[src/design/line_segment_rect_clipper_defines.svh]
// ----------------------------------------------------------------------------
// line_segment_rect_clipper_defines
// assertion macros shared by the clipper fifo and back-end modules
// ----------------------------------------------------------------------------
`ifndef LINE_SEGMENT_RECT_CLIPPER_DEFINES_SVH
`define LINE_SEGMENT_RECT_CLIPPER_DEFINES_SVH

// condition must hold at every clock out of reset
`define LSRC_ASSERT_ALWAYS(name, cond, msg) \
  name: assert property (@(posedge clk) disable iff (!rst_n) (cond)) else $error(msg);

// consequent must hold whenever the antecedent holds
`define LSRC_ASSERT_IMP(name, ante, cons, msg) \
  name: assert property (@(posedge clk) disable iff (!rst_n) (ante) |-> (cons)) else $error(msg);

// consequent must hold at the clock after the antecedent
`define LSRC_ASSERT_NEXT(name, ante, cons, msg) \
  name: assert property (@(posedge clk) disable iff (!rst_n) (ante) |=> (cons)) else $error(msg);

`endif

[src/design/lsrc_pkg.sv]
// ----------------------------------------------------------------------------
// lsrc_pkg
// shared constants and types of the segment clipper
// ----------------------------------------------------------------------------
package lsrc_pkg;

  localparam int COORD_BITS = 12;
  localparam int FRAC_BITS  = 16;
  localparam int D_W        = COORD_BITS + 1;
  localparam int U_W        = FRAC_BITS + 1;
  localparam int R_W        = FRAC_BITS + 2;
  localparam int PROD_W     = U_W + 1 + D_W;
  localparam int ACC_W      = PROD_W + 1;
  localparam int NUM_EDGES  = 4;
  localparam int FIFO_DEPTH = 2;
  localparam int FIFO_AW    = 1;
  localparam int CNT_W      = 2;
  localparam int CFG_IDX_W  = 2;

  localparam logic [CFG_IDX_W-1:0] CFG_MIN_X = 2'd0;
  localparam logic [CFG_IDX_W-1:0] CFG_MIN_Y = 2'd1;
  localparam logic [CFG_IDX_W-1:0] CFG_MAX_X = 2'd2;
  localparam logic [CFG_IDX_W-1:0] CFG_MAX_Y = 2'd3;

  typedef logic [COORD_BITS-1:0]   coord_t;
  typedef logic signed [D_W-1:0]   delta_t;

  typedef struct packed {
    logic                 pzero;
    logic                 pneg;
    logic                 qneg;
    logic                 big;
    logic                 eq;
    coord_t               pmag;
    logic [D_W-1:0]       rem;
    logic [FRAC_BITS-1:0] quot;
  } edge_t;

  typedef struct packed {
    coord_t                   x0;
    coord_t                   y0;
    delta_t                   dx;
    delta_t                   dy;
    logic                     rej;
    edge_t [NUM_EDGES-1:0]    edges;
  } item_t;

  typedef struct packed {
    logic full;
    logic empty;
  } fifo_stat_t;

endpackage

[src/design/lsrc_fifo.sv]
// ----------------------------------------------------------------------------
// lsrc_fifo
// short queue between the classify front and the clip back end
// ----------------------------------------------------------------------------
`include "line_segment_rect_clipper_defines.svh"

module lsrc_fifo (
  input  logic                 clk,
  input  logic                 rst_n,
  input  logic                 push,
  input  lsrc_pkg::item_t      push_item,
  input  logic                 pop,
  output lsrc_pkg::item_t      pop_item,
  output lsrc_pkg::fifo_stat_t stat
);

  lsrc_pkg::item_t                 slot_r [lsrc_pkg::FIFO_DEPTH];
  logic [lsrc_pkg::FIFO_AW-1:0]    wr_ptr_r;
  logic [lsrc_pkg::FIFO_AW-1:0]    rd_ptr_r;
  logic [lsrc_pkg::CNT_W-1:0]      cnt_r;

  assign stat.full  = (cnt_r == lsrc_pkg::CNT_W'(lsrc_pkg::FIFO_DEPTH));
  assign stat.empty = (cnt_r == '0);
  assign pop_item   = slot_r[rd_ptr_r];

  always_ff @(posedge clk) begin
    if (!rst_n) begin
      wr_ptr_r <= '0;
      rd_ptr_r <= '0;
      cnt_r    <= '0;
    end else begin
      if (push) begin
        wr_ptr_r <= wr_ptr_r + 1'b1;
      end
      if (pop) begin
        rd_ptr_r <= rd_ptr_r + 1'b1;
      end
      if (push && !pop) begin
        cnt_r <= cnt_r + 1'b1;
      end else if (pop && !push) begin
        cnt_r <= cnt_r - 1'b1;
      end
    end
  end

  always_ff @(posedge clk) begin
    if (push) begin
      slot_r[wr_ptr_r] <= push_item;
    end
  end

  `LSRC_ASSERT_ALWAYS(a_cnt_bound, cnt_r <= lsrc_pkg::CNT_W'(lsrc_pkg::FIFO_DEPTH), "fifo count over depth")
  `LSRC_ASSERT_IMP(a_no_overflow, push, !stat.full || pop, "push into full fifo")
  `LSRC_ASSERT_IMP(a_no_underflow, pop, !stat.empty, "pop from empty fifo")

endmodule

[config.mk]
export PLATFORM = sky130hd
export DESIGN_NAME = lsrc_fifo
export DESIGN_NICKNAME = d
export VERILOG_FILES = /design/src/design/lsrc_pkg.sv /design/src/design/lsrc_fifo.sv
export VERILOG_INCLUDE_DIRS = /design/src /design/src/design
export SDC_FILE = /design/constraint.sdc
export NUM_CORES = 1
export LEC_CHECK = 0
export ABC_AREA = 1
export BUFFER_PORTS_ARGS = -buffer_cell sky130_fd_sc_hd__buf_2
export CAP_MARGIN = 40
export CORE_MARGIN = 2
export CORE_UTILIZATION = 41
export DETAILED_ROUTE_END_ITERATION = 8
export GPL_ROUTABILITY_DRIVEN = 1
export HOLD_SLACK_MARGIN = 0.02
export PLACE_DENSITY = 0.69
export SETUP_SLACK_MARGIN = 0.02
export SYNTH_ARGS = -nofsm -noshare
export SYNTH_HDL_FRONTEND = slang
export SYNTH_SLANG_ARGS = --single-unit
[constraint.sdc]
create_clock -name clk -period 17.13 [get_ports clk]
set_input_delay 3.426 -clock clk [delete_from_list [all_inputs] [get_ports clk]]
set_output_delay 3.426 -clock clk [all_outputs]
set_load 0.03 [all_outputs]
==> Word-level counts from Yosys, hierarchy flattened <==
Memories as Yosys holds them, arrays and structs flattened. A register that Yosys moved wholly into a read port is not among the register bits.
Cells that the tools add are included.
{ "classes": {"n_addsub": 4, "eq_ne": 1, "n_mux": 6, "reduce_logical": 6} }
{ "op_table": {"columns": ["operator", "n"], "rows": [
  ["1-bit 2-to-1 mux", 4],
  ["2-bit 2-to-1 mux", 2],
  ["1-bit adder, second input constant", 2],
  ["2-bit by 1-bit adder with 2-bit output, second input constant", 1],
  ["2-bit equality test, second input constant", 1],
  ["1-bit logical AND", 2],
  ["1-bit logical NOT", 2],
  ["2-bit logical NOT", 1],
  ["2-bit nonzero test", 1],
  ["2-bit by 1-bit subtractor with 2-bit output, second input constant", 1]
]} }
{ "totals": {"reg_bits": 4, "ram_bits": 470, "input_bits": 239, "out_inout_bits": 237, "word_cells": 21, "memories": 1} }
{ "mem_list": {"columns": ["name", "depth", "word_bits", "rd", "rd_clocked_by_memory_dff", "write_ports", "line_no", "source"], "rows": [
  ["slot_r", 2, 235, 1, 1, 1, "lsrc_fifo.sv:17", "lsrc_pkg::item_t slot_r [lsrc_pkg::FIFO_DEPTH];"]
]} }

==> Longest topological paths before layout <==
{ "logic_depth": {"word_depth": 4, "ltp_mapped": 8, "ltp_nobuf": 8} }

==> Worst setup path before layout <==
Ideal clock, no wire load.
{ "synth_path": {"path_type": "input-to-reg", "from": "input push", "to": "memory slot_r[0][0] (netlist name), enable pin", "setup_ps": 841, "t_arrival_ps": 13284, "t_required_ps": 16289, "slack_ps": 3005, "cell_stages": 2, "path_buffers": 0, "path_cell_list": "inv_1 nor2_1"} }
{ "synth_between": {"elab_chain_len": 2} }
{ "synth_rtl": {"columns": ["element", "line_no", "source"], "rows": [
  ["from (decl)", "lsrc_fifo.sv:10", "input logic push,"],
  ["1-bit 2-to-1 mux", "lsrc_fifo.sv:47", "if (push) begin"],
  ["1-bit 2-to-1 mux (implied by the code)", "lsrc_fifo.sv:48", "slot_r[wr_ptr_r] <= push_item;"],
  ["to (decl)", "lsrc_fifo.sv:17", null]
]} }
No other way between the ends.

==> results by group <==
Setup path
  • CP endpoint kind: output port
  • R2R Path Start: wr_ptr_r$_SDFFE_PN0P_
  • Crit path capture: pop_item[202]
  • Crit start category: flop
  • Reg-to-reg setup timing slack: 14.69 ns
  • Reg2reg end: slot_r[1][139]$_DFFE_PP_
  • WP data arrival: 2.90 ns
  • Crit path max fanout: 52
  • Kind of critical path: flop to output port
  • Crit-path leading delay family: buffers and inverters
  • Crit-path cells: buf_4 -> buf_16 -> buf_4 -> buf_16 -> mux2_4 -> buf_2
  • Req. time, crit path: 13.70 ns
  • Reg2reg path depth: 3
  • WP buf/inv: 5
  • Slowest Stage Delay on Critical Path: 0.47 ns
  • CP max stage cell: dfxtp_4
  • WP depth: 6

Yosys
  • Register area share after synthesis: 79.9%
  • Synth area leader: edfxtp_1
  • Mapped Cells: 766
  • Synth cell types: 14
  • Post-synth EDFFs: 470
  • Net Count, Synth: 1006
  • Yosys warns: 0
  • Async S/R FF share, synth: 0%
  • Area share of the largest cell type after synthesis: 79.3%
  • Synth top cells by count: edfxtp_1, mux2_4, mux2_2
  • Top cells by area, synth: edfxtp_1, mux2_4, mux2_2
  • Synth Register Bits: 475
  • Count leader, synth: edfxtp_1
  • Avg Inst Size Synth: 23.2 um2
  • Main flop type after synthesis: edfxtp_1
  • Post-Syn Area: 17800 um2

Clock tree
  • Root buffer cell: clkbuf_16
  • Total setup buffers inserted after CTS: 0
  • CTS Sinks: 475
  • Num CTS Buffers: 48
  • CTS H-tree lvls: 2
  • Resize count post-CTS: 0
  • CTS tree: built
  • Clock Pin Slew Worst Setup and Hold Paths: 0.06 ns
  • Clock Tree Buf Depth: 3
  • Hold_buf cts: 0
  • Clock Latency Late Sink: 0.58 ns

Power
  • Static Leak: 8.71 nW
  • Sw Ratio: 23.9%
  • Part of the power in the clock network: 36.8%
  • Seq pwr share: 50.7%
  • VDD IR max: 0.0000980 V
  • Internal power: 2.05 mW
  • Cell Pwr Density: 120 nW/um2
  • Total power: 2.69 mW
  • Combinational Power Share: 12.6%
  • P_sw: 643 uW

Die
  • IO Pins: 476
  • Initial Util: 41.4%
  • Die area: 45100 um2
  • Die Wd: 212 um
  • Die height: 212 um
  • Rows: 76
  • Core ar.: 43000 um2

STA
  • Clock skew: 0.0174 ns
  • TNS Setup: 0 ns
  • Pins Over Slew Limit: 0
  • WHS: 0.503 ns
  • Fin. Hold Viols: 0
  • Final WS setup: 10.81 ns
  • Final min period: 6.32 ns
  • Unrepaired setup endpoints after global routing: false
  • # setup viols final: 0
  • Final period utilization: 36.9%
  • Worst-margin pin slew: 0.852 ns
  • Max frequency: 0.158 GHz
  • Relative slew slack: 43.2%

Global routing
  • Total Routing Usage GR: 15.6%
  • Initial antenna violation count: 11
  • First-pass GRT wire length: 52.6 mm
  • Grt total ovfl: 0
  • Number of global-route vias before repair: 9039
  • Largest net degree at the start of global routing: 110

Min path
  • Hold path start: rd_ptr_r$_SDFFE_PN0P_
  • Min-Delay Path Class: flop to flop

Run
  • Max-Cap Viols: 0

Drt
  • 1st-pass router iterations: 4
  • Total vias in the final route: 8831
  • Antenna-violating nets left: 0
  • Routed WL: 36.6 mm
  • Detailed Route Iter0 Violations: 463
  • DRC viols: 0
  • Vias per cell: 4.63
  • Drt wl/cell: 19.2 um

Layout
  • Fraction of layout cells with a size suffix above 1: 60.2%
  • Layout area overhead: 25.9%
  • Cell area after layout: 22400 um2
  • Nets: 1520

Place
  • DP Area: 20900 um2
  • Final Wtd Congestion: 0.749
  • Input/output buffers: 475
  • Setup WS pre-CTS: 11.11 ns
  • HPWL after DPL: 25.3 mm

Run status
  • Outcome: completed
final cells by class:
type	count	area, um2
Tap cell	585	732
Clock inverter	21	174
Clock buffer	64	1290
Timing Repair Buffer	490	2610
Inverter	8	37.5
Sequential cell	475	14200
Multi-Input combinational cell	257	3310
Fill cell	3527	20600
Antenna cell	7	17.5
logic make-up after synthesis:
logic type,count (synthesis),share of synthesized area (%)
AOI/OAI and AO/OA,2,0.0562
adders and majority gates,1,0.0703
buffers and inverters,34,1.53
DFF,475,79.9
muxes,235,18.0
and+or+nand+nor,19,0.422
tightest hold or removal path: stages (launching register included):
cell	delay (ns)
dfxtp_1	0.33
nor2_1	0.06
nor2_1	0.08
per-layer routing:
metal  part of all wire (%)  global-route usage [%]  routed length (um)
met5                   0.15                       0                  55
met4                    3.2                    7.23                1180
met3                    9.4                    5.73                3430
met2                     50                    26.4               18300
met1                     37                    17.5               13600
how the worst min path moves through the flow:
stage	cells past startpoint	slack, ns	end
after floorplan	2	0.46	flop
after global placement	2	0.47	flop
after detailed placement	2	0.49	flop
after CTS	2	0.51	flop
after global routing	2	0.56	flop
final	2	0.50	flop
through the flow:
stage                     utilization [%]  cells
after floorplan                         -    766
after global placement               48.3   1809
after detailed placement             48.6   1814
after CTS                            52.0   1899
after global routing                 52.1   1904
final                                52.1   1907
registers in the layout (all words and copies together) (netlist names), named ones only:
name	cells
slot_r	470
cnt_r	2
rd_ptr_r	1
wr_ptr_r	1
power groups by stage:
| stage | Combinational (mW) | Sequential (mW) | Clock, mW |
|---|---|---|---|
| 2_1_floorplan | 0.234 | 1.40 | 0 |
| 3_3_place_gp | 0.328 | 1.39 | 0 |
| 3_5_place_dp | 0.341 | 1.39 | 0 |
| 4_1_cts | 0.342 | 1.36 | 1.02 |
| 5_1_grt | 0.357 | 1.37 | 1.05 |
| 6_report | 0.338 | 1.36 | 0.990 |
layout by cell type, fill, tap and decap left out:
| cell | n |
|---|---|
| a21oi_1 | 1 |
| buf_16 | 6 |
| buf_2 | 475 |
| buf_4 | 9 |
| bufinv_16 | 3 |
| clkbuf_1 | 14 |
| clkbuf_16 | 49 |
| clkbuf_8 | 1 |
| clkinv_1 | 7 |
| clkinv_2 | 10 |
| clkinvlp_4 | 1 |
| dfxtp_1 | 4 |
| dfxtp_4 | 1 |
| diode_2 | 7 |
| edfxtp_1 | 470 |
| ha_1 | 1 |
| inv_1 | 7 |
| inv_8 | 1 |
| mux2_2 | 85 |
| mux2_4 | 150 |
| nand2_1 | 8 |
| nand3_1 | 1 |
| nand4_1 | 1 |
| nor2_1 | 8 |
| nor2_4 | 1 |
| o21ai_0 | 1 |
No activity file was read; power rests on OpenSTA's default activity.
