$ cat src/design/line_segment_rect_clipper_defines.svh
// ----------------------------------------------------------------------------
// line_segment_rect_clipper_defines
// assertion macros shared by the clipper fifo and back-end modules
// ----------------------------------------------------------------------------
`ifndef LINE_SEGMENT_RECT_CLIPPER_DEFINES_SVH
`define LINE_SEGMENT_RECT_CLIPPER_DEFINES_SVH

// condition must hold at every clock out of reset
`define LSRC_ASSERT_ALWAYS(name, cond, msg) \
  name: assert property (@(posedge clk) disable iff (!rst_n) (cond)) else $error(msg);

// consequent must hold whenever the antecedent holds
`define LSRC_ASSERT_IMP(name, ante, cons, msg) \
  name: assert property (@(posedge clk) disable iff (!rst_n) (ante) |-> (cons)) else $error(msg);

// consequent must hold at the clock after the antecedent
`define LSRC_ASSERT_NEXT(name, ante, cons, msg) \
  name: assert property (@(posedge clk) disable iff (!rst_n) (ante) |=> (cons)) else $error(msg);

`endif

$ cat src/design/lsrc_pkg.sv
// ----------------------------------------------------------------------------
// lsrc_pkg
// shared constants and types of the segment clipper
// ----------------------------------------------------------------------------
package lsrc_pkg;

  localparam int COORD_BITS = 12;
  localparam int FRAC_BITS  = 16;
  localparam int D_W        = COORD_BITS + 1;
  localparam int U_W        = FRAC_BITS + 1;
  localparam int R_W        = FRAC_BITS + 2;
  localparam int PROD_W     = U_W + 1 + D_W;
  localparam int ACC_W      = PROD_W + 1;
  localparam int NUM_EDGES  = 4;
  localparam int FIFO_DEPTH = 2;
  localparam int FIFO_AW    = 1;
  localparam int CNT_W      = 2;
  localparam int CFG_IDX_W  = 2;

  localparam logic [CFG_IDX_W-1:0] CFG_MIN_X = 2'd0;
  localparam logic [CFG_IDX_W-1:0] CFG_MIN_Y = 2'd1;
  localparam logic [CFG_IDX_W-1:0] CFG_MAX_X = 2'd2;
  localparam logic [CFG_IDX_W-1:0] CFG_MAX_Y = 2'd3;

  typedef logic [COORD_BITS-1:0]   coord_t;
  typedef logic signed [D_W-1:0]   delta_t;

  typedef struct packed {
    logic                 pzero;
    logic                 pneg;
    logic                 qneg;
    logic                 big;
    logic                 eq;
    coord_t               pmag;
    logic [D_W-1:0]       rem;
    logic [FRAC_BITS-1:0] quot;
  } edge_t;

  typedef struct packed {
    coord_t                   x0;
    coord_t                   y0;
    delta_t                   dx;
    delta_t                   dy;
    logic                     rej;
    edge_t [NUM_EDGES-1:0]    edges;
  } item_t;

  typedef struct packed {
    logic full;
    logic empty;
  } fifo_stat_t;

endpackage

$ cat src/design/lsrc_if.sv
// ----------------------------------------------------------------------------
// lsrc_if
// request and result channels of the segment clipper
// ----------------------------------------------------------------------------
interface lsrc_in_if;
  logic                 valid;
  logic                 ready;
  lsrc_pkg::coord_t     start_x;
  lsrc_pkg::coord_t     start_y;
  lsrc_pkg::coord_t     end_x;
  lsrc_pkg::coord_t     end_y;

  modport source (output valid, start_x, start_y, end_x, end_y, input ready);
  modport sink   (input valid, start_x, start_y, end_x, end_y, output ready);
endinterface


$ cat src/design/lsrc_front.sv
// ----------------------------------------------------------------------------
// lsrc_front
// takes a segment request, forms the edge tests for the min_x, max_x, min_y and max_y bounds and classifies them
// ----------------------------------------------------------------------------
module lsrc_front (
  input  logic                 clk,
  input  logic                 rst_n,
  lsrc_in_if.sink              in_ch,
  input  lsrc_pkg::coord_t     min_x,
  input  lsrc_pkg::coord_t     min_y,
  input  lsrc_pkg::coord_t     max_x,
  input  lsrc_pkg::coord_t     max_y,
  input  lsrc_pkg::fifo_stat_t stat,
  output logic                 push,
  output lsrc_pkg::item_t      push_item
);

  logic            fr_vld_r;
  lsrc_pkg::item_t fr_item_r;
  lsrc_pkg::item_t item_nxt;
  logic            take;

  always_comb begin
    lsrc_pkg::delta_t sx, sy, ex, ey, dx, dy;
    lsrc_pkg::delta_t p [lsrc_pkg::NUM_EDGES];
    lsrc_pkg::delta_t q [lsrc_pkg::NUM_EDGES];
    lsrc_pkg::delta_t pa, qa;
    logic             empty_win;
    logic             rej;
    sx = $signed({1'b0, in_ch.start_x});
    sy = $signed({1'b0, in_ch.start_y});
    ex = $signed({1'b0, in_ch.end_x});
    ey = $signed({1'b0, in_ch.end_y});
    dx = ex - sx;
    dy = ey - sy;
    p[0] = -dx;
    p[1] = dx;
    p[2] = -dy;
    p[3] = dy;
    q[0] = sx - $signed({1'b0, min_x});
    q[1] = $signed({1'b0, max_x}) - sx;
    q[2] = sy - $signed({1'b0, min_y});
    q[3] = $signed({1'b0, max_y}) - sy;
    empty_win = (min_x >= max_x) || (min_y >= max_y);
    rej = empty_win;
    item_nxt.x0 = in_ch.start_x;
    item_nxt.y0 = in_ch.start_y;
    item_nxt.dx = dx;
    item_nxt.dy = dy;
    for (int i = 0; i < lsrc_pkg::NUM_EDGES; i++) begin
      pa = p[i][lsrc_pkg::D_W-1] ? -p[i] : p[i];
      qa = q[i][lsrc_pkg::D_W-1] ? -q[i] : q[i];
      item_nxt.edges[i].pzero = (p[i] == '0);
      item_nxt.edges[i].pneg  = p[i][lsrc_pkg::D_W-1];
      item_nxt.edges[i].qneg  = q[i][lsrc_pkg::D_W-1];
      item_nxt.edges[i].pmag  = pa[lsrc_pkg::COORD_BITS-1:0];
      item_nxt.edges[i].big   = (qa > pa);
      item_nxt.edges[i].eq    = (qa == pa);
      item_nxt.edges[i].rem   = (qa >= pa) ? '0 : qa;
      item_nxt.edges[i].quot  = '0;
      if ((p[i] == '0) && q[i][lsrc_pkg::D_W-1]) begin
        rej = 1'b1;
      end
    end
    item_nxt.rej = rej;
  end

  assign push        = fr_vld_r && !stat.full;
  assign push_item   = fr_item_r;
  assign in_ch.ready = !fr_vld_r || !stat.full;
  assign take        = in_ch.valid && in_ch.ready;

  always_ff @(posedge clk) begin
    if (!rst_n) begin
      fr_vld_r <= 1'b0;
    end else if (take) begin
      fr_vld_r <= 1'b1;
    end else if (push) begin
      fr_vld_r <= 1'b0;
    end
  end

  always_ff @(posedge clk) begin
    if (take) begin
      fr_item_r <= item_nxt;
    end
  end

endmodule

$ cat src/flat_wrapper.sv
// flat-port wrapper written by rule: the top's interface ports become plain ports
module lsrc_front_flat 
  (clk, rst_n, min_x, min_y, max_x, max_y, stat, push, push_item, in_ch_valid, in_ch_start_x, in_ch_start_y, in_ch_end_x, in_ch_end_y, in_ch_ready);
  lsrc_in_if in_ch_i ();
  input  logic clk;
  input  logic rst_n;
  input  lsrc_pkg::coord_t min_x;
  input  lsrc_pkg::coord_t min_y;
  input  lsrc_pkg::coord_t max_x;
  input  lsrc_pkg::coord_t max_y;
  input  lsrc_pkg::fifo_stat_t stat;
  output logic push;
  output lsrc_pkg::item_t push_item;
  input wire logic [$bits(in_ch_i.valid)-1:0] in_ch_valid;
  input wire logic [$bits(in_ch_i.start_x)-1:0] in_ch_start_x;
  input wire logic [$bits(in_ch_i.start_y)-1:0] in_ch_start_y;
  input wire logic [$bits(in_ch_i.end_x)-1:0] in_ch_end_x;
  input wire logic [$bits(in_ch_i.end_y)-1:0] in_ch_end_y;
  output wire logic [$bits(in_ch_i.ready)-1:0] in_ch_ready;
  assign in_ch_i.valid = in_ch_valid;
  assign in_ch_i.start_x = in_ch_start_x;
  assign in_ch_i.start_y = in_ch_start_y;
  assign in_ch_i.end_x = in_ch_end_x;
  assign in_ch_i.end_y = in_ch_end_y;
  assign in_ch_ready = in_ch_i.ready;
  lsrc_front u_core (.clk(clk), .rst_n(rst_n), .in_ch(in_ch_i), .min_x(min_x), .min_y(min_y), .max_x(max_x), .max_y(max_y), .stat(stat), .push(push), .push_item(push_item));
endmodule
$ cat config.mk
export PLATFORM = sky130hd
export DESIGN_NAME = lsrc_front_flat
export DESIGN_NICKNAME = d
export VERILOG_FILES = /design/src/design/line_segment_rect_clipper_defines.svh /design/src/design/lsrc_pkg.sv /design/src/design/lsrc_if.sv /design/src/design/lsrc_front.sv /design/src/flat_wrapper.sv
export SDC_FILE = /design/constraint.sdc
export NUM_CORES = 1
export LEC_CHECK = 0
export BUFFER_PORTS_ARGS = -buffer_cell sky130_fd_sc_hd__buf_2
export CAP_MARGIN = 20
export CORE_MARGIN = 10
export CORE_UTILIZATION = 45
export DETAILED_ROUTE_END_ITERATION = 7
export GPL_ROUTABILITY_DRIVEN = 0
export GPL_TIMING_DRIVEN = 0
export PLACE_DENSITY_LB_ADDON = 0.12
export SLEW_MARGIN = 20
export SYNTH_ARGS = -nofsm -noshare
export SYNTH_HDL_FRONTEND = slang
export SYNTH_SLANG_ARGS = --single-unit
$ cat constraint.sdc
create_clock -name clk -period 13.56 [get_ports clk]
set_input_delay 0.678 -clock clk [delete_from_list [all_inputs] [get_ports clk]]
set_output_delay 0.678 -clock clk [all_outputs]
set_load 0.02 [all_outputs]
; ---- Word-level counts from Yosys, hierarchy flattened
; Cells that the tools add are included.
[totals]
out_inout_bits = 237
word_cells = 88
in_bits = 101
reg_bits = 172
[classes]
n_lt_le_gt_ge = 10
add_sub_neg = 14
muxes = 10
n_eq_ne = 4
n_reduce_logical = 16
[op_table]
columns = operator, count
row1 = $mux W13, 8
row2 = $neg A13 Y13, 8
row3 = $sub A12 B12 Y13, 6
row4 = $eq A13 B13 Y1, 4
row5 = $ge A13 B13 Y1, 4
row6 = $gt A13 B13 Y1, 4
row7 = $logic_not A13 Y1, 4
row8 = $ge A12 B12 Y1, 2
row9 = $logic_and A1 B1 Y1, 6
row10 = $reduce_or A4 Y1, 1
row11 = $logic_not A1 Y1, 2
row12 = $logic_or A1 B1 Y1, 2
row13 = $mux W1, 2
row14 = $reduce_bool A2 Y1, 1

; ---- Depth between registers and ports, before layout
[depth]
word_depth = 5
mapped_depth = 28
mapped_depth_nobuf = 25

; ---- Least setup slack after synthesis
; OpenSTA, ideal clock, no wires.
[synth_path]
kind = input to register
startpoint = input in_ch_end_x[0]
endpoint = register u_core.fr_item_r, in the netlist u_core.push_item[17] (data pin)
t_arrival_ps = 5671
path_stages = 26
n_path_buf = 3
path_slack_ps = 7743
setup_ps = 147
required_time_ps = 13413
cell_sequence = inv_1 > ha_1 > fa_1 > and2b_1 > o2111ai_1 > nand3_1 > xnor2_1 > clkbuf_1 > nand3_1 > or4_1 > nor2_1 > ha_1 > clkbuf_1 > nor2_1 > xnor2_1 > ha_1 > nor2b_1 > o21a_1 > o21a_1 > o21a_1 > o21ai_0 > a21oi_1 > o31a_1 > o32a_1 > clkbuf_1 > a21oi_1
[synth_via]
elab_chain_len = 5
[synth_lines]
columns = item, line_no
row1 = from (decl), flat_wrapper.sv:17  ; input wire logic [$bits(in_ch_i.end_x)-1:0] in_ch_end_x;
row2 = $sub A12 B12 Y13 (*), lsrc_front.sv:34  ; dx = ex - sx;
row3 = $neg A13 Y13 (*), lsrc_front.sv:36  ; p[0] = -dx;
row4 = $neg A13 Y13, lsrc_front.sv:51  ; pa = p[i][lsrc_pkg::D_W-1] ? -p[i] : p[i];
row5 = $mux W13 (*), lsrc_front.sv:51
row6 = $ge A13 B13 Y1 (*), lsrc_front.sv:59  ; item_nxt.edges[i].rem = (qa >= pa) ? '0 : qa;
row7 = to (signal assigned), lsrc_front.sv:85  ; fr_item_r <= item_nxt;
row8 = to (decl), lsrc_front.sv:19  ; lsrc_pkg::item_t fr_item_r;
; Every way passes the cells marked *; elsewhere a longest branch is shown, timed or not.
; A chain may end at the register's enable or synchronous reset.

==> results.py <==
metrics = {
    "route": {
        "vias_per_cell": 5.210,
        "wl_um": 41280,
        "remaining_drc_errors": 0,
        "drtPass1Iterations": 5,
        "drt-initial-drc-count": 912,
        "ant_nets": 0,
        "vias": 11441,
        "wl_per_cell_um": 18.80,
    },
    "timing": {
        "rsz0062_at_grt": "false",
        "worst_pin_slew_ps": 1049,
        "period_share_pct": 50.93,
        "fmax_ghz": 0.1448,
        "hold_viol_final": 0,
        "relSlewSlack_pct": 29.59,
        "fin_crit_ps": 6906,
        "timing.hold.ws_ps": 447.1,
        "skew_ps": 11.55,
        "maxSlewViolCount": 0,
        "finalSetupTns_ps": 0,
        "setup_viol": 0,
    },
    "floorplan": {
        "dieArea_sq_um": 38190,
        "die_y_um": 195.4,
        "fp.dieW_um": 195.4,
        "coreArea_sq_um": 30510,
        "ioPinCount": 338,
        "num_rows": 64,
        "start_util_pct": 45.39,
    },
    "cells_and_area": {
        "final_nets": 2047,
        "final_util_pct": 54.58,
        "drive_gt1_share_pct": 23.25,
        "area_growth_pct": 20.25,
    },
    "pwr": {
        "powerDensity_nw_per_um2": 146.1,
        "vdd_drop_max_v": 0.00009091,
        "p_leak_nw": 7.802,
    },
    "synth": {
        "syn_area_sq_um": 13850,
        "yosysTopAreaCell": "edfxtp_1",
        "synthArstFlopShare_pct": 0,
        "synth_cells": 1428,
        "synth_commonest_cells": "169 x inv_1, 165 x edfxtp_1, 155 x ha_1",
        "synth_seq_cells": 166,
        "yosys_most_used_dff": "edfxtp_1",
        "synth_edf_count": 165,
        "ys_warn_count": 0,
        "ys_seq_area_share_pct": 35.92,
        "ys_top_cells_by_area": "edfxtp_1 36%, ha_1 14%, xnor2_1 6.6%, inv_1 4.6%, buf_4 3.8%",
        "syn_avg_cell_area_sq_um": 9.699,
        "synth_most_common_cell": "inv_1",
        "synth_top_area_share_pct": 35.78,
        "synth.distinct_cells": 87,
    },
    "cts": {
        "cts_root_buffer": "clkbuf_16",
        "htree_num_levels": 4,
        "cts_hold_buffers": 0,
        "cts_tree": "yes",
        "numCtsBuffers": 17,
        "cts_resized": 0,
        "cts_buffer_depth": 2,
        "clkTransAtPathRegs_ps": 80,
        "cts_setup_buffers": 0,
        "insertion_delay_ps": 440,
        "cts_num_sinks": 166,
    },
    "critical_path": {
        "cp.arrival_ps": 7090,
        "critPathSlowestCell": "o31ai_1",
        "endpoint_kind": "register",
        "slowest_delay_ps": 540,
        "cp_num_buf_inv": 7,
        "critPathMostFrequentCell": "clkbuf_1",
        "cp-start-kind": "input port",
        "required_ps": 13740,
        "crit_fanout": 10,
        "critPathKind": "input port to register",
        "crit_family": "compound AO/OA/AOI/OAI gates",
    },
    "global_routing": {
        "overflow": 0,
        "antenna_found_initial": 4,
        "grt_pass1_wl_um": 63230,
        "grt_pass1_vias": 11139,
        "grt_util_all_layers_pct": 20.91,
        "grt_max_degree": 59,
    },
    "placement": {
        "portBuffers": 272,
        "dp_hpwl_um": 34330,
    },
    "run_status": {
        "status": "finished clean",
    },
    "job": {
        "cap_violations": 0,
    },
    "hold_path": {
        "hold_path.class": "input port to register",
    },
}
==> state kept, by name, indices dropped and copies added, names as in the netlist <==
| register | flops |
|---|---|
| u_core.push_item | 165 |
| u_core.fr_vld_r | 1 |
==> cells in the final DEF (no fill, tap or decap), types with 6 or more instances in the layout <==
cell,Yosys,layout
edfxtp_1,165,165
o21a_1,21,21
fa_1,6,6
a2111oi_0,6,6
conb_1,1,64
nand3_1,30,30
nor3_1,29,29
clkbuf_16,0,17
nand2b_1,21,21
a21o_1,39,39
a21oi_1,62,62
or2_2,9,9
or4_1,10,10
xor2_1,44,44
nand2_1,54,54
a211oi_1,6,6
buf_2,2,274
o211ai_1,10,10
or3_1,11,11
o31a_1,7,7
buf_4,70,70
o2111ai_1,8,8
clkbuf_1,17,17
ha_1,155,155
o21ai_0,43,43
xnor2_1,104,104
nor3b_1,8,8
a211o_1,8,8
nor2b_1,45,45
nor2_1,99,99
nor4_1,8,8
nand4_1,14,14
a31oi_1,14,14
inv_1,169,169
and2_1,9,8
and3_1,19,19
o31ai_1,11,11
==> worst reg2reg max path, cell delays in order (launching register included) <==
cell     delay [ps]
dfxtp_1         320
nand2_1          80
and2_4          520
buf_12          310
buf_12          270
==> final timing paths <==
check	start	end	slack, ps	cells past startpoint
worst max-delay path	in_ch_start_y[0]	u_core.push_item[113]$_SDFFCE_PP0P_	6650	28
worst min-delay path	rst_n	u_core.fr_vld_r$_SDFFE_PN0P_	450	2
worst min register to register	u_core.fr_vld_r$_SDFFE_PN0P_	u_core.fr_vld_r$_SDFFE_PN0P_	530	2
worst max register to register	u_core.fr_vld_r$_SDFFE_PN0P_	u_core.push_item[234]$_DFFE_PP_	11720	4
==> logic make-up (layout without fill, tap and decap cells) <==
group	after synthesis	after routing	share of synthesized area (%)
simple gates	387	387	14.84
compound gates	287	287	14.44
buf+inv	265	572	9.097
flops	166	166	35.92
fa+ha+maj	161	161	14.87
xor+xnor	155	155	10.34
mux	6	6	0.4607
other cells	1	66	0.02708
==> report_power, final <==
group          internal [mW]  leakage (nW)  switching [mW]
Combinational          0.428          5.88           0.726
Sequential             0.711          1.62          0.0248
Clock                  0.300         0.306           0.243
==> metrics by stage <==
stage	power, mW	setup slack, ps	instance area, sq um	std cells
2_1_floorplan	1.563	7743	14090	1491
3_3_place_gp	1.878	6372	15940	2159
3_5_place_dp	1.891	6306	16010	2162
4_1_cts	2.443	6779	16650	2194
5_1_grt	2.601	6164	16650	2195
6_report	2.433	6654	16650	2196
==> cell type report <==
class                           count  area [sq um]
Antenna cell                        2         5.005
Buffer                             91         606.8
Clock buffer                       17         425.4
Clock inverter                     15         210.2
Fill cell                        2769         13860
Inverter                          174         653.1
Multi-Input combinational cell   1060          7854
Sequential cell                   166          4975
Tap cell                          396         495.5
Timing Repair Buffer              275          1429
==> per-layer routing <==
metal / track usage [%] / share of wire [%] / vias up
li1: - / - / 5697
met1: 30.69 / 49 / 5279
met2: 29.55 / 42 / 418
met3: 5.498 / 8.0 / 43
met4: 5.430 / 1.6 / 4
met5: 0 / 0.044 / -
No activity file was read; power rests on OpenSTA's default activity.
